## src/tiered_block_hash_table_unit_assert.svh

```systemverilog
// Assertion helpers for the hash table unit; clk and rst_n come from the using scope.
`ifndef TIERED_BLOCK_HASH_TABLE_UNIT_ASSERT_SVH
`define TIERED_BLOCK_HASH_TABLE_UNIT_ASSERT_SVH

`define TBHU_ASSERT_IMP(lbl, ante, cons) \
    lbl: assert property (@(posedge clk) disable iff (!rst_n) (ante) |-> (cons)) \
        else $error("tbhu check failed");

`define TBHU_ASSERT_NXT(lbl, ante, cons) \
    lbl: assert property (@(posedge clk) disable iff (!rst_n) (ante) |=> (cons)) \
        else $error("tbhu check failed");

`endif

```

## src/tbh_pkg.sv

```systemverilog
`timescale 1ns / 1ps
package tbh_pkg;

    localparam int ID_W       = 64;
    localparam int SIZE_W     = 32;
    localparam int CAP_W      = 48;
    localparam int TIER_W     = 2;
    localparam int NUM_TIER_REGS = 4;
    localparam int CFG_IDX_W  = 2;
    localparam int HASH_SHIFT = 33;

    localparam logic [63:0] HASH_C1 = 64'hff51afd7ed558ccd;
    localparam logic [63:0] HASH_C2 = 64'hc4ceb9fe1a85ec53;

    localparam logic [1:0] CMD_ALLOC = 2'd0;
    localparam logic [1:0] CMD_FREE  = 2'd1;
    localparam logic [1:0] CMD_MOVE  = 2'd2;
    localparam logic [1:0] CMD_QUERY = 2'd3;

    localparam logic [2:0] ERR_NONE       = 3'd0;
    localparam logic [2:0] ERR_DUPLICATE  = 3'd1;
    localparam logic [2:0] ERR_TIER_FULL  = 3'd2;
    localparam logic [2:0] ERR_TABLE_FULL = 3'd3;
    localparam logic [2:0] ERR_NOT_FOUND  = 3'd4;

    typedef struct packed {
        logic [1:0]        cmd;
        logic [ID_W-1:0]   blk_id;
        logic [SIZE_W-1:0] block_size;
        logic [TIER_W-1:0] tier;
    } in_item_t;

    typedef struct packed {
        logic       success;
        logic       resident;
        logic [2:0] error_code;
    } out_item_t;

endpackage

```

## src/tbh_front.sv

```systemverilog
`timescale 1ns / 1ps
module tbh_front #(
    parameter int AW = 12
) (
    input  logic              clk,
    input  logic              rst_n,
    input  logic              hold,
    input  logic              in_valid,
    output logic              in_stall,
    input  tbh_pkg::in_item_t in_data,
    output logic              q_valid,
    input  logic              q_stall,
    output tbh_pkg::in_item_t q_req,
    output logic [AW-1:0]     q_home
);
    import tbh_pkg::*;

    localparam logic [1:0] F_IDLE = 2'd0;
    localparam logic [1:0] F_HASH = 2'd1;
    localparam logic [1:0] F_PUSH = 2'd2;
    localparam logic [2:0] LAST_STEP = 3'd5;

    logic [1:0]    state_reg, state_next;
    logic [2:0]    step_reg, step_next;
    in_item_t      req_reg, req_next;
    logic [63:0]   x_reg, x_next;
    logic [63:0]   acc_reg, acc_next;
    logic [AW-1:0] home_reg, home_next;

    logic [31:0] mul_a, mul_b;
    logic [63:0] prod, acc_sum, mixed, cst;
    logic        first_part, last_part;

    assign in_stall = (state_reg != F_IDLE) || hold;
    assign q_valid  = (state_reg == F_PUSH);
    assign q_req    = req_reg;
    assign q_home   = home_reg;

    // 64x64 low product from three 32x32 partial products, one per cycle
    always_comb
    begin
        cst        = (step_reg < 3'd3) ? HASH_C1 : HASH_C2;
        mul_a      = x_reg[31:0];
        mul_b      = cst[31:0];
        first_part = 1'b0;
        last_part  = 1'b0;
        unique case (step_reg)
            3'd0, 3'd3:
            begin
                first_part = 1'b1;
            end
            3'd1, 3'd4:
            begin
                mul_b = cst[63:32];
            end
            3'd2, 3'd5:
            begin
                mul_a     = x_reg[63:32];
                last_part = 1'b1;
            end
            default:
            begin
                mul_a = x_reg[31:0];
            end
        endcase
        prod    = 64'(mul_a) * 64'(mul_b);
        acc_sum = first_part ? prod : acc_reg + {prod[31:0], 32'd0};
        mixed   = acc_sum ^ (acc_sum >> HASH_SHIFT);
    end

    always_comb
    begin
        state_next = state_reg;
        step_next  = step_reg;
        req_next   = req_reg;
        x_next     = x_reg;
        acc_next   = acc_reg;
        home_next  = home_reg;
        unique case (state_reg)
            F_IDLE:
            begin
                if (in_valid && !in_stall)
                begin
                    req_next   = in_data;
                    x_next     = in_data.blk_id ^ (in_data.blk_id >> HASH_SHIFT);
                    step_next  = 3'd0;
                    state_next = F_HASH;
                end
            end
            F_HASH:
            begin
                acc_next  = acc_sum;
                step_next = step_reg + 3'd1;
                if (last_part)
                begin
                    x_next = mixed;
                end
                if (step_reg == LAST_STEP)
                begin
                    home_next  = mixed[AW-1:0];
                    state_next = F_PUSH;
                end
            end
            F_PUSH:
            begin
                if (!q_stall)
                begin
                    state_next = F_IDLE;
                end
            end
            default:
            begin
                state_next = F_IDLE;
            end
        endcase
    end

    always_ff @(posedge clk or negedge rst_n)
    begin
        if (!rst_n)
        begin
            state_reg <= F_IDLE;
            step_reg  <= 3'd0;
        end
        else
        begin
            state_reg <= state_next;
            step_reg  <= step_next;
        end
    end

    always_ff @(posedge clk)
    begin
        req_reg  <= req_next;
        x_reg    <= x_next;
        acc_reg  <= acc_next;
        home_reg <= home_next;
    end

endmodule

```

## config.mk

```make
export PLATFORM = sky130hd
export DESIGN_NAME = tbh_front
export DESIGN_NICKNAME = d
export VERILOG_FILES = /design/src/tiered_block_hash_table_unit_assert.svh /design/src/tbh_pkg.sv /design/src/tbh_front.sv
export SDC_FILE = /design/constraint.sdc
export NUM_CORES = 2
export LEC_CHECK = 0
export ABC_AREA = 1
export BUFFER_PORTS_ARGS = -buffer_cell sky130_fd_sc_hd__buf_2
export CORE_MARGIN = 5
export CORE_UTILIZATION = 59
export CTS_CLUSTER_DIAMETER = 60
export DETAILED_ROUTE_END_ITERATION = 10
export GPL_TIMING_DRIVEN = 0
export HOLD_SLACK_MARGIN = 0.06
export PLACE_DENSITY = 0.78
export SYNTH_ARGS = -nofsm -noshare
export SYNTH_HDL_FRONTEND = slang
export SYNTH_SLANG_ARGS = --single-unit
export TNS_END_PERCENT = 5
```

## constraint.sdc

```tcl
create_clock -name clk -period 9.5 [get_ports clk]
set_input_delay 1.9 -clock clk [delete_from_list [all_inputs] [get_ports clk]]
set_output_delay 1.9 -clock clk [all_outputs]
set_load 0.01 [all_outputs]
```

==> metrics.md <==
| Metric | Value |
|---|---|
| Launch point of the worst reg-to-reg path | `step_reg[1]$_DFFE_PN0P_` |
| Post-synth top area share | `40.4%` |
| Fin nets | `6409` |
| Syn Area/Cell | `9.19 um^2` |
| Global-route wire length before repair | `232000 um` |
| Area contributors post-synth | `fa_1 (40%), edfxtp_1 (17%), inv_1 (11%)` |
| Worst Path Required | `9.78 ns` |
| Crit path max-delay family | `adder cells` |
| Synth-to-Final Area Change | `19.0%` |
| Worst path most repeated cell | `fa_1` |
| Post-route clock period utilization | `102%` |
| Largest area contributor in the netlist | `fa_1` |
| CTS tree | `done` |
| Gpl congestion | `1.07` |
| Sequential fraction of the synthesis area | `17.2%` |
| Gr ovfl total | `0` |
| Clock root buffer master | `clkbuf_16` |
| Startpoint Class | `register` |
| Worst Max-Slew Pin Slew | `1.18 ns` |
| DIE HEIGHT | `279 um` |
| Die area | `77800 um^2` |
| Pin count of the biggest net entering global routing | `74` |
| Clock H-tree levels | `1` |
| Min Tclk post-route | `9.67 ns` |
| DRC | `0` |
| YS warnings | `0` |
| Hold WS | `0.564 ns` |
| Initial antenna violation count | `2` |
| Count of final hold-check violations | `0` |
| Launch point of the worst path | `step_reg[1]$_DFFE_PN0P_` |
| Clk pin slew, worst setup/hold paths | `0.07 ns` |
| Yosys reg bits | `245` |
| Core Rows | `98` |
| CP Class | `reg -> reg` |
| Clock latency on the worst-skew pair | `0.55 ns` |
| EDFF count, synth | `240` |
| Commonest cells post-synth | `inv_1 (1228), fa_1 (862), nand2_1 (653), nor2_1 (469), ha_1 (336)` |
| Hold path startpoint | `state_reg[0]$_DFFE_PN0P_` |
| IO Port Bufs | `218` |
| Most used flip-flop cell after synthesis | `edfxtp_1` |
| Hpwl dp | `132000 um` |
| Total number of vias | `34800` |
| First-pass DRT Iterations | `8` |
| Max reg flops | `100` |
| Total I/O pin count | `219` |
| Synth Net Count | `5947` |
| Final setup margin | `-0.168 ns` |
| CP max FO | `10` |
| Core ar. | `71600 um^2` |
| Routed Antenna Nets | `0` |
| Outcome | `complete, but fails checks` |
| HP Class | `reg -> reg` |
| Final setup viols | `5` |
| Clk buf depth | `3` |
| Crit end category | `register` |
| Final Skew | `0.0238 ns` |
| RSZ-0062 raised after global routing | `true` |
| Highest Clock Rate | `0.103 GHz` |
| Highest-delay cell along the critical path | `fa_2` |
| Total Wirelength | `158000 um` |
| Fraction of registers with async set/reset | `2.04%` |
| Initial drt markers | `3323` |
| Fin util | `70.9%` |
| Cell area after synthesis | `42700 um^2` |
| Number of global-route vias before repair | `37300` |
| Die width | `279 um` |
| WL/cell | `26.0 um` |
| Failing checks | `setup timing` |
| Reg2Reg Setup Slack | `-0.17 ns` |
| Slew HR | `20.9%` |
| Max_cap viols | `0` |
| CP arrival | `9.95 ns` |
| Share of layout cells above drive strength 1 | `21.9%` |
| Fin. max-slew vios | `0` |
| Cell variety after synth | `51` |
| Top-count cell post-synth | `inv_1` |
| CTS sink cnt | `245` |
| Via density | `5.72` |
| Initial Utilization | `59.6%` |
| Cells after synthesis | `4644` |
| GR Util All Layers | `40.6%` |
| Crit path buffers/inverters | `13` |
| Total CTS buffers | `23` |
| Largest stage delay, worst path | `0.60 ns` |
## final timing paths
path | end | cells past startpoint
min | state_reg[1]$_DFFE_PN0P_ | 3
max reg2reg | x_reg[30]$_DFFE_PP_ | 44
min reg2reg | state_reg[1]$_DFFE_PN0P_ | 3
min in group asynchronous | step_reg[2]$_DFFE_PN0P_ | 1
max in group asynchronous | step_reg[0]$_DFFE_PN0P_ | 1
max | x_reg[30]$_DFFE_PP_ | 44
## metrics by stage
stage / setup WS, ns / TNS, ns / instance area (um^2) / cells
finish: -0.168 / -0.358 / 50800 / 6073
global route: -0.466 / -7.05 / 50800 / 6072
CTS: -0.0877 / -0.585 / 49100 / 6010
detailed placement: -3.78 / -346.88 / 45000 / 5815
global placement: -3.79 / -344.12 / 44900 / 5812
floorplan: 0.0978 / 0 / 42700 / 4644
## final cells by class
class | count | area (um^2)
Antenna cell | 1 | 2.50
Buffer | 78 | 762
Clock buffer | 27 | 591
Clock inverter | 14 | 133
Fill cell | 5415 | 20800
Inverter | 1264 | 4860
Multi-Input combinational cell | 3055 | 32700
Sequential cell | 245 | 7330
Tap cell | 950 | 1190
Timing Repair Buffer | 438 | 3190
Timing Repair inverter | 1 | 3.75
## layout by cell type, fill, tap and decap left out, drive strengths merged, types with 5 or more instances in the layout
master	n
ha	336
and2	11
nor2	491
nand3b	5
dfrtp	5
xnor2	24
clkbuf	70
fa	862
inv	1258
nand2	677
o21a	10
a21o	6
clkinv	14
a21oi	136
o21ai	161
a31oi	17
edfxtp	240
nand4	18
or2	32
o21bai	13
nand3	178
clkinvlp	6
xor2	45
nor3	20
buf	473
## timing repair
item / 4_1_cts / 5_1_grt
gates cloned: 2 / 2
resized for setup: 499 / 303
hold buffers: 0 / 0
setup endpoints to repair: 132 / 79
pin swaps: 128 / 139
setup buffers: 154 / 60
## worst register-to-register path, delay by kind of cell, from the launching register on
family / cells / cell delay [ns]
AO/OA/AOI/OAI: 2 / 0.36
XOR/XNOR: 1 / 0.17
adder cells (fa/ha/maj): 12 / 5.15
buffers and inverters: 13 / 1.49
flip-flops: 1 / 0.42
AND/OR/NAND/NOR: 16 / 1.78
## layer usage
metal | up-vias | track usage [%] | wire length [um] | part of all wire, %
li1 | 14800 | - | - | -
met4 | 2 | 22.3 | 12700 | 8.0
met3 | 634 | 12.7 | 18700 | 12
met1 | 17100 | 48.3 | 53800 | 34
met2 | 2144 | 66.2 | 72900 | 46
met5 | - | 0 | 13 | 0.0082
## cell families after synthesis
logic type / count (synthesis) / share of synthesized area [%]
buffers and inverters: 1344 / 11.9
flip-flops: 245 / 17.2
XOR/XNOR: 69 / 1.45
other: 1 / 0.00879
adder cells (fa/ha/maj): 1198 / 50.3
AND/OR/NAND/NOR: 1437 / 14.2
AO/OA/AOI/OAI: 350 / 4.88
Power is not shown: default switching activity piles up to over one toggle a cycle in this logic, so the estimate is an artifact.
