<file path="src/tiered_block_hash_table_unit_assert.svh">
// Assertion helpers for the hash table unit; clk and rst_n come from the using scope.
`ifndef TIERED_BLOCK_HASH_TABLE_UNIT_ASSERT_SVH
`define TIERED_BLOCK_HASH_TABLE_UNIT_ASSERT_SVH

`define TBHU_ASSERT_IMP(lbl, ante, cons) \
    lbl: assert property (@(posedge clk) disable iff (!rst_n) (ante) |-> (cons)) \
        else $error("tbhu check failed");

`define TBHU_ASSERT_NXT(lbl, ante, cons) \
    lbl: assert property (@(posedge clk) disable iff (!rst_n) (ante) |=> (cons)) \
        else $error("tbhu check failed");

`endif

</file>
<file path="src/tbh_queue.sv">
`timescale 1ns / 1ps
module tbh_queue #(
    parameter int DW = 8
) (
    input  logic          clk,
    input  logic          rst_n,
    input  logic          push_valid,
    output logic          push_stall,
    input  logic [DW-1:0] push_data,
    output logic          pop_valid,
    input  logic          pop_ready,
    output logic [DW-1:0] pop_data
);
    logic [DW-1:0] entry_reg [2];
    logic          wr_ptr_reg, wr_ptr_next;
    logic          rd_ptr_reg, rd_ptr_next;
    logic [1:0]    cnt_reg, cnt_next;
    logic          do_push, do_pop;

    assign push_stall = (cnt_reg == 2'd2);
    assign pop_valid  = (cnt_reg != 2'd0);
    assign pop_data   = entry_reg[rd_ptr_reg];
    assign do_push    = push_valid && !push_stall;
    assign do_pop     = pop_valid && pop_ready;

    always_comb
    begin
        wr_ptr_next = do_push ? !wr_ptr_reg : wr_ptr_reg;
        rd_ptr_next = do_pop ? !rd_ptr_reg : rd_ptr_reg;
        cnt_next    = cnt_reg + 2'(do_push) - 2'(do_pop);
    end

    always_ff @(posedge clk or negedge rst_n)
    begin
        if (!rst_n)
        begin
            wr_ptr_reg <= 1'b0;
            rd_ptr_reg <= 1'b0;
            cnt_reg    <= 2'd0;
        end
        else
        begin
            wr_ptr_reg <= wr_ptr_next;
            rd_ptr_reg <= rd_ptr_next;
            cnt_reg    <= cnt_next;
        end
    end

    always_ff @(posedge clk)
    begin
        if (do_push)
        begin
            entry_reg[wr_ptr_reg] <= push_data;
        end
    end

endmodule

</file>
<file path="config.mk">
export PLATFORM = sky130hd
export DESIGN_NAME = tbh_queue
export DESIGN_NICKNAME = d
export VERILOG_FILES = /design/src/tiered_block_hash_table_unit_assert.svh /design/src/tbh_queue.sv
export SDC_FILE = /design/constraint.sdc
export NUM_CORES = 1
export LEC_CHECK = 0
export BUFFER_PORTS_ARGS = -buffer_cell sky130_fd_sc_hd__buf_4
export CORE_MARGIN = 2
export CORE_UTILIZATION = 48
export CTS_CLUSTER_SIZE = 10
export DETAILED_ROUTE_END_ITERATION = 8
export GPL_TIMING_DRIVEN = 0
export HOLD_SLACK_MARGIN = 0.15
export PLACE_DENSITY = 0.82
export SKIP_CTS_REPAIR_TIMING = 1
export SYNTH_ARGS = -nofsm -noshare
export SYNTH_HDL_FRONTEND = slang
export SYNTH_SLANG_ARGS = --single-unit
</file>
<file path="constraint.sdc">
create_clock -name clk -period 2.4 [get_ports clk]
set_clock_uncertainty 0.2 [all_clocks]
set_input_delay 0.48 -clock clk [delete_from_list [all_inputs] [get_ports clk]]
set_output_delay 0.48 -clock clk [all_outputs]
set_load 0.01 [all_outputs]
</file>
==> results of run 1 <==
worst reg2reg max path: cells and delay by family, from the launching register on:
kind	cells	cell delay, ns
xor gates and xnor gates	2	0.34
buffers and inverters	1	0.04
adders and majority gates	2	0.45
and+or+nand+nor	2	0.42
DFF	1	0.42
per-layer routing:
| metal | wire length (um) | track usage |
|---|---|---|
| met2 | 738 | 0.265 |
| met3 | 43 | 0.0408 |
| met1 | 466 | 0.146 |
| met4 | 25 | 0.109 |
| met5 | 0 | 0 |
power by group:
part / internal [W] / leakage [nW] / total, W / switching, W
clock: 0.0000603 / 0.0154 / 0.000151 / 0.0000909
sequential: 0.000486 / 0.195 / 0.000521 / 0.0000352
combinational: 0.000258 / 0.234 / 0.000470 / 0.000212
cells in the final DEF (no fill, tap or decap):
cell,count
buf_4,21
xnor2_1,3
inv_1,2
nand2b_1,1
clkbuf_4,3
buf_2,1
nand2_1,1
ha_1,2
and2_4,1
dfrtp_1,4
or2_4,1
mux2_2,8
and3_1,1
nor2_1,1
dlygate4sd3_1,9
clkinv_1,1
xor2_1,1
edfxtp_1,16
worst paths after layout:
path                                        start                     end
min in group asynchronous                   rst_n  wr_ptr_reg$_DFFE_PN0N_
max in group asynchronous                   rst_n  rd_ptr_reg$_DFFE_PN0P_
min reg2reg                wr_ptr_reg$_DFFE_PN0N_  wr_ptr_reg$_DFFE_PN0N_
min                                     pop_ready  rd_ptr_reg$_DFFE_PN0P_
max                        rd_ptr_reg$_DFFE_PN0P_             pop_data[6]
max reg2reg                  cnt_reg[1]$_DFF_PN0_    cnt_reg[1]$_DFF_PN0_
cell families (layout without fill, tap and decap cells):
| family | after synthesis | count (layout) | share of synthesized area |
|---|---|---|---|
| xor gates and xnor gates | 4 | 4 | 0.0449 |
| and+or+nand+nor | 6 | 6 | 0.0481 |
| buffers and inverters | 3 | 37 | 0.0160 |
| muxes | 8 | 8 | 0.115 |
| DFF | 20 | 20 | 0.744 |
| adders and majority gates | 2 | 2 | 0.0320 |
area by class of cell:
| cell class | count | area [um2] |
|---|---|---|
| sequential | 20 | 581 |
| fill | 115 | 449 |
| timing repair buffer | 30 | 248 |
| multi-input combinational | 20 | 188 |
| clock buffer | 3 | 22.5 |
| tap | 16 | 20.0 |
| inverter | 2 | 7.51 |
| buffer | 1 | 5.00 |
| clock inverter | 1 | 3.75 |
stage by stage:
stage          total power (W)  hold WS [ns]
6_report               0.00114         0.297
3_3_place_gp          0.000974        0.0792
5_1_grt                0.00123         0.277
3_5_place_dp          0.000993        0.0818
2_1_floorplan         0.000811       -0.0156
4_1_cts                0.00116        -0.247
==> key figures, run 1 <==
Status
  • Status: finished, final reports clean

Place
  • Final weighted congestion in routability-driven placement: 0.750
  • Port buffer count: 21
  • Placement Cell Area: 958 um2
  • Dpl ws: 0.508 ns
  • Placed Instances: 80
  • DP HPWL: 838 um

Worst setup path
  • Critical path class: reg2out
  • Crit-path cells: buf_2 -> mux2_2 -> buf_4
  • Critical path buffers and inverters: 2
  • Crit path depth: 3
  • Crit path max fanout: 9
  • CP required: 1.72 ns
  • Reg2reg setup slack: 0.47 ns
  • R2R depth: 7
  • Critical Path End Type: output pin
  • Largest stage delay on the critical path: 0.37 ns
  • Crit start category: flop
  • Top delay family on crit path: buffers and inverters
  • Critical path data arrival time: 1.36 ns
  • Max stage delay cell, worst path: mux2_2

Die
  • Die ar.: 1970 um2
  • Chip width: 44.3 um
  • Die H: 44.3 um
  • Rows: 14
  • Num ports: 22
  • Starting density of the core: 0.512
  • Core ar.: 1520 um2

Logic synthesis
  • Post-synthesis sequential area ratio: 0.744
  • Number of enable flip-flop cells after synthesis: 16
  • Area fraction of the dominant cell type after synthesis: 0.615
  • Largest area contributor in the netlist: edfxtp_1
  • Ys async rst share: 0.200
  • Yosys warns: 0
  • Synth unique cells: 14
  • Synth Instances: 43
  • Largest cells by area after synthesis: edfxtp_1, dfrtp_1, mux2_2
  • Synthesized Nets: 57
  • Post-Syn Area: 781 um2
  • Syn_area_per_cell: 18.2 um2
  • Most frequent cell after synthesis: edfxtp_1
  • Dominant synthesized flop cell: edfxtp_1
  • #FFs+latches synth: 20
  • Top cell types by occurrence after synthesis: edfxtp_1, mux2_2, dfrtp_1

Power and ir drop
  • Pleak: 0.445 nW
  • Peak supply drop: 0.578 mV
  • Power Density: 1060 nW/um2

Layout
  • Cell area after layout: 1070 um2
  • Final std cells w/o fill: 93
  • Core Util, Final: 0.705
  • Largest register FFs: 16
  • Syn-to-layout area delta: 37.7%
  • Final nets: 92
  • ANT cells: 0
  • Share of cells above drive strength 1: 0.455

Clock tree
  • Root buf cell: clkbuf_4
  • CTS tree: yes
  • # H-tree levels: 1
  • Clock transition at the registers of the reported paths: 0.10 ns
  • Clock sink count: 20
  • Cts bufs inserted: 3
  • Clk Latency, worst-skew pair: 0.29 ns
  • Clock Path Buffers: 2

Global routing
  • Gr usage total: 0.149
  • Largest net degree at the start of global routing: 12
  • Vias in the first global route: 435
  • Congestion Overflow GR: 0
  • Initial antenna violation count: 0
  • First-pass GRT wire length: 1910 um

Timing
  • Final Max Slew Viols: 0
  • Setup_tns: 0 ns
  • Final WS setup: 0.357 ns
  • Crit share post-route: 0.851
  • Period minus WS final: 2.04 ns
  • Final hold violation count: 0
  • Fmax: 0.490 GHz
  • # setup viols final: 0
  • Slew Limit Headroom: 0.529
  • Pin slew with the least headroom to its limit: 0.704 ns
  • RSZ-0062 raised after global routing: false

Detailed routing
  • Final ANT Viol Nets: 0
  • DRC errors left: 0
  • TritonRoute pass-1 iters: 4
  • Via count: 457
  • Drt via density: 4.91
  • Iter 0 DRT Violations: 4
  • WL per Instance: 13.7 um
  • Final wirelength: 1270 um

Worst hold path
  • Worst Hold Class: in2reg
  • Worst hold path depth: 3

Job
  • Max cap viols: 0
No activity file was read; power rests on OpenSTA's default activity.
==> run 2, diff against run 1 <==
--- a/config.mk
+++ b/config.mk
@@ -8,10 +8,10 @@
 export BUFFER_PORTS_ARGS = -buffer_cell sky130_fd_sc_hd__buf_4
 export CORE_MARGIN = 2
-export CORE_UTILIZATION = 48
+export CORE_UTILIZATION = 40
 export CTS_CLUSTER_SIZE = 10
 export DETAILED_ROUTE_END_ITERATION = 8
 export GPL_TIMING_DRIVEN = 0
 export HOLD_SLACK_MARGIN = 0.15
-export PLACE_DENSITY = 0.82
+export PLACE_DENSITY = 0.72
 export SKIP_CTS_REPAIR_TIMING = 1
 export SYNTH_ARGS = -nofsm -noshare
==> constraint.sdc (replaced) <==
create_clock -name clk -period 2.4 [get_ports clk]
set_clock_uncertainty 0.2 [all_clocks]
set_input_delay 0 -clock clk [delete_from_list [all_inputs] [get_ports clk]]
set_output_delay 0 -clock clk [all_outputs]
set_load 0.01 [all_outputs]
==> key figures, run 2 (same netlist as run 1, synthesis figures left out) <==
Status
  • Status: finished, final reports clean

Job
  • Max cap viols: 0

Layout
  • ANT cells: 0
  • Final nets: 95
  • Commonest non-fill, non-tap cell in the layout: buf_4
  • Syn-to-layout area delta: 42.9%
  • Largest register FFs: 16
  • Core Util, Final: 0.626
  • Commonest non-fill, non-tap cells in the layout: buf_4, edfxtp_1, dlygate4sd3_1
  • Share of cells above drive strength 1: 0.438
  • Final std cells w/o fill: 105

Global routing
  • Gr usage total: 0.111
  • Vias in the first global route: 376
  • Initial antenna violation count: 0
  • Largest net degree at the start of global routing: 12
  • First-pass GRT wire length: 1650 um
  • Congestion Overflow GR: 0

Detailed routing
  • Iter 0 DRT Violations: 6
  • Final wirelength: 1230 um
  • DRC errors left: 0
  • Via count: 449
  • Final ANT Viol Nets: 0
  • Drt via density: 4.28
  • WL per Instance: 11.7 um
  • TritonRoute pass-1 iters: 2

Place
  • Port buffer count: 21
  • DP HPWL: 826 um
  • Dpl ws: 0.537 ns
  • Placed Instances: 89
  • Final weighted congestion in routability-driven placement: 0.691

Worst setup path
  • R2R depth: 7
  • Crit path launch: cnt_reg[1]$_DFF_PN0_
  • Crit path capture: cnt_reg[1]$_DFF_PN0_
  • Critical R2R Launch: cnt_reg[1]$_DFF_PN0_
  • Critical path class: reg2reg
  • Crit path max fanout: 3
  • CP required: 2.41 ns
  • Critical Path End Type: flop
  • Critical path data arrival time: 1.91 ns
  • Reg2reg setup slack: 0.50 ns
  • Crit start category: flop
  • Reg-to-reg endpoint: cnt_reg[1]$_DFF_PN0_

Die
  • Starting density of the core: 0.438
  • Rows: 15
  • Die ar.: 2320 um2
  • Num ports: 22
  • Core ar.: 1780 um2
  • Chip width: 48.2 um
  • Die H: 48.2 um

Power and ir drop
  • P_int: 0.000812 W
  • Clock power frac: 0.131
  • Power Density: 1030 nW/um2
  • Sw Ratio: 0.290
  • Switching pwr: 0.000332 W
  • Sequential share of power: 0.455
  • Pleak: 0.457 nW
  • Comb power frac: 0.413
  • Peak supply drop: 0.453 mV

Timing
  • Final Max Slew Viols: 0
  • RSZ-0062 raised after global routing: false
  • Final WS setup: 0.503 ns
  • Pin slew with the least headroom to its limit: 0.694 ns
  • # setup viols final: 0
  • Hold WS: 0.247 ns
  • Fmax: 0.527 GHz
  • Final hold violation count: 0
  • Crit share post-route: 0.790
  • Setup_tns: 0 ns
  • Slew Limit Headroom: 0.536
  • Period minus WS final: 1.90 ns

Clock tree
  • Clock sink count: 20
  • Clock transition at the registers of the reported paths: 0.10 ns
  • Root buf cell: clkbuf_4
  • Clock Path Buffers: 2
  • Cts bufs inserted: 3
  • # H-tree levels: 1
  • CTS tree: yes
  • Clk Latency, worst-skew pair: 0.28 ns

Worst hold path
  • Worst hold path depth: 2
  • Worst Hold Class: in2reg
-- run 2: final cells by class --
type,count,area [um2]
fill,141,667
sequential,20,581
timing repair buffer,33,278
multi-input combinational,20,188
tap,25,31.3
clock buffer,4,26.3
inverter,2,7.51
buffer,1,5.00
-- run 2: routing by layer --
| metal | up-vias | track usage | part of all wire |
|---|---|---|---|
| met1 | 208 | 0.124 | 0.45 |
| met4 | 0 | 0.0486 | 0.017 |
| met3 | 2 | 0.0370 | 0.031 |
| met2 | 11 | 0.189 | 0.50 |
| met5 | - | 0 | 0 |
| li1 | 228 | - | - |
-- run 2: worst min-delay path by stage --
stage / start / to / slack (ns)
3_5_place_dp: rst_n / cnt_reg[0]$_DFF_PN0_ / -0.40
4_1_cts: rst_n / cnt_reg[0]$_DFF_PN0_ / -0.71
3_3_place_gp: rst_n / cnt_reg[0]$_DFF_PN0_ / -0.40
5_1_grt: push_data[1] / entry_reg[0][1]$_DFFE_PP_ / 0.23
6_report: push_data[1] / entry_reg[1][1]$_DFFE_PP_ / 0.25
2_1_floorplan: rst_n / cnt_reg[0]$_DFF_PN0_ / -0.50
-- run 2: power by group through the flow --
stage | Combinational, W | Sequential (W) | Clock, W
final | 0.000473 | 0.000521 | 0.000150
after global placement | 0.000455 | 0.000524 | 0
after floorplan | 0.000293 | 0.000519 | 0
after CTS | 0.000464 | 0.000520 | 0.000157
after detailed placement | 0.000464 | 0.000527 | 0
after global routing | 0.000529 | 0.000533 | 0.000171
-- run 2: stage by stage --
step / total power (W) / cell area [um2]
final: 0.00114 / 1120
after global routing: 0.00123 / 1120
after CTS: 0.00114 / 996
after detailed placement: 0.000992 / 970
after global placement: 0.000978 / 970
after floorplan: 0.000811 / 781
-- run 2: critical path, stage by stage (launching register included) --
cell and delay [ns]:
dfrtp_1 0.42, or2_4 0.26, and2_4 0.16, ha_1 0.26, inv_1 0.04, ha_1 0.18, xnor2_1 0.18, xnor2_1 0.13
==> run 3, diff against run 2 <==
- PLACE_DENSITY: 0.72 -> 0.74
- clock period: 2.4 -> 1.55 ns (I/O delays scaled with it)
==> key figures, run 3 (same netlist as run 1, synthesis figures left out) <==
Global routing
  • Vias in the first global route: 400
  • Gr usage total: 0.106
  • Largest net degree at the start of global routing: 12
  • First-pass GRT wire length: 1590 um
  • Congestion Overflow GR: 0
  • Initial antenna violation count: 0

Layout
  • Cell area after layout: 1170 um2
  • Fill count: 147
  • Largest register FFs: 16
  • Final nets: 96
  • Commonest non-fill, non-tap cell in the layout: buf_4
  • ANT cells: 0
  • Commonest non-fill, non-tap cells in the layout: buf_4, edfxtp_1, dlygate4sd3_1
  • Syn-to-layout area delta: 49.4%
  • Share of cells above drive strength 1: 0.531

Detailed routing
  • Via count: 471
  • Final wirelength: 1220 um
  • Drt via density: 4.44
  • TritonRoute pass-1 iters: 2
  • Final ANT Viol Nets: 0
  • Iter 0 DRT Violations: 2
  • DRC errors left: 0
  • WL per Instance: 11.5 um

Timing
  • RSZ-0062 raised after global routing: true
  • Fmax: 0.550 GHz
  • Final WS setup: -0.267 ns
  • Setup_tns: -0.761 ns
  • Pin slew with the least headroom to its limit: 0.425 ns
  • Slew Limit Headroom: 0.716
  • Hold WS: 0.239 ns
  • Period minus WS final: 1.82 ns
  • Final Max Slew Viols: 0
  • Crit share post-route: 1.17
  • # setup viols final: 10
  • Final hold violation count: 0

Status
  • Failing checks: negative setup slack
  • Status: finished, violations left

Worst setup path
  • Critical path data arrival time: 1.80 ns
  • Crit start category: flop
  • Critical path class: reg2reg
  • Critical Path End Type: flop
  • CP required: 1.53 ns
  • Crit path max fanout: 3

Die
  • Die H: 48.2 um
  • Starting density of the core: 0.438
  • Num ports: 22
  • Rows: 15
  • Core ar.: 1780 um2
  • Chip width: 48.2 um
  • Die ar.: 2320 um2

Place
  • Port buffer count: 21
  • Dpl ws: -0.272 ns
  • Final weighted congestion in routability-driven placement: 0.625
  • DP HPWL: 820 um
  • Placement Cell Area: 985 um2

Clock tree
  • Clock sink count: 20
  • Cts bufs inserted: 3
  • Clock transition at the registers of the reported paths: 0.11 ns
  • Root buf cell: clkbuf_4
  • CTS tree: yes
  • Clk Latency, worst-skew pair: 0.29 ns
  • # H-tree levels: 1
  • Clock Path Buffers: 2

Power and ir drop
  • Pleak: 0.472 nW
  • Peak supply drop: 1.04 mV
  • Power Density: 1650 nW/um2

Job
  • Max cap viols: 0

Worst hold path
  • Worst Hold Class: in2reg
[run 3: cell count changes in the layout (fill, tap and decap cells not counted), sizes merged]
cell / change
buf: +1
[run 3: report_power, final]
part | leakage, nW | internal (W) | switching, W
clock | 0.0210 | 0.000143 | 0.000145
sequential | 0.195 | 0.000751 | 0.0000575
combinational | 0.256 | 0.000477 | 0.000351
[run 3: routing by layer]
layer / GRT usage / vias to the layer above / share of wire
met5: 0 / - / 0
met2: 0.171 / 14 / 0.53
li1: - / 230 / -
met3: 0.0407 / 0 / 0.054
met1: 0.118 / 227 / 0.41
met4: 0.0649 / 0 / 0
[run 3: worst max-delay path, stage by stage, from the launching register on]
cell and delay [ns]:
dfrtp_1 0.41, or2_4 0.26, and2_4 0.15, ha_4 0.25
inv_2 0.03, ha_2 0.17, xnor2_2 0.13, xnor2_1 0.12
[run 3: worst paths after layout]
| path | startpoint | endpoint | slack, ns | cells after the start |
|---|---|---|---|---|
| hold reg to reg | wr_ptr_reg$_DFFE_PN0N_ | wr_ptr_reg$_DFFE_PN0N_ | 0.33 | 1 |
| setup reg to reg | cnt_reg[0]$_DFF_PN0_ | cnt_reg[1]$_DFF_PN0_ | -0.27 | 7 |
| hold / removal | push_data[6] | entry_reg[0][6]$_DFFE_PP_ | 0.24 | 2 |
| min in group asynchronous | rst_n | cnt_reg[0]$_DFF_PN0_ | 0.40 | 3 |
| max in group asynchronous | rst_n | wr_ptr_reg$_DFFE_PN0N_ | 0.58 | 3 |
| setup / recovery | cnt_reg[0]$_DFF_PN0_ | cnt_reg[1]$_DFF_PN0_ | -0.27 | 7 |
[run 3: final cells by class]
| type | instances | area, um2 | share of cell area |
|---|---|---|---|
| clock buffers | 4 | 36.3 | 0.0311 |
| well taps | 25 | 31.3 | 0.0268 |
| inverters | 2 | 7.51 | 0.00644 |
| multi-input cells | 20 | 214 | 0.183 |
| plain buffers | 1 | 11.3 | 0.00966 |
| repair buffers | 34 | 285 | 0.245 |
| flip-flops and latches | 20 | 581 | 0.498 |
[run 3: through the flow]
step	total power, W	util	std cells
detailed placement	0.00156	0.552	89
finish	0.00193	0.654	106
floorplan	0.00128	-	43
CTS	0.00184	0.573	93
global route	0.00205	0.654	106
global placement	0.00154	0.552	89
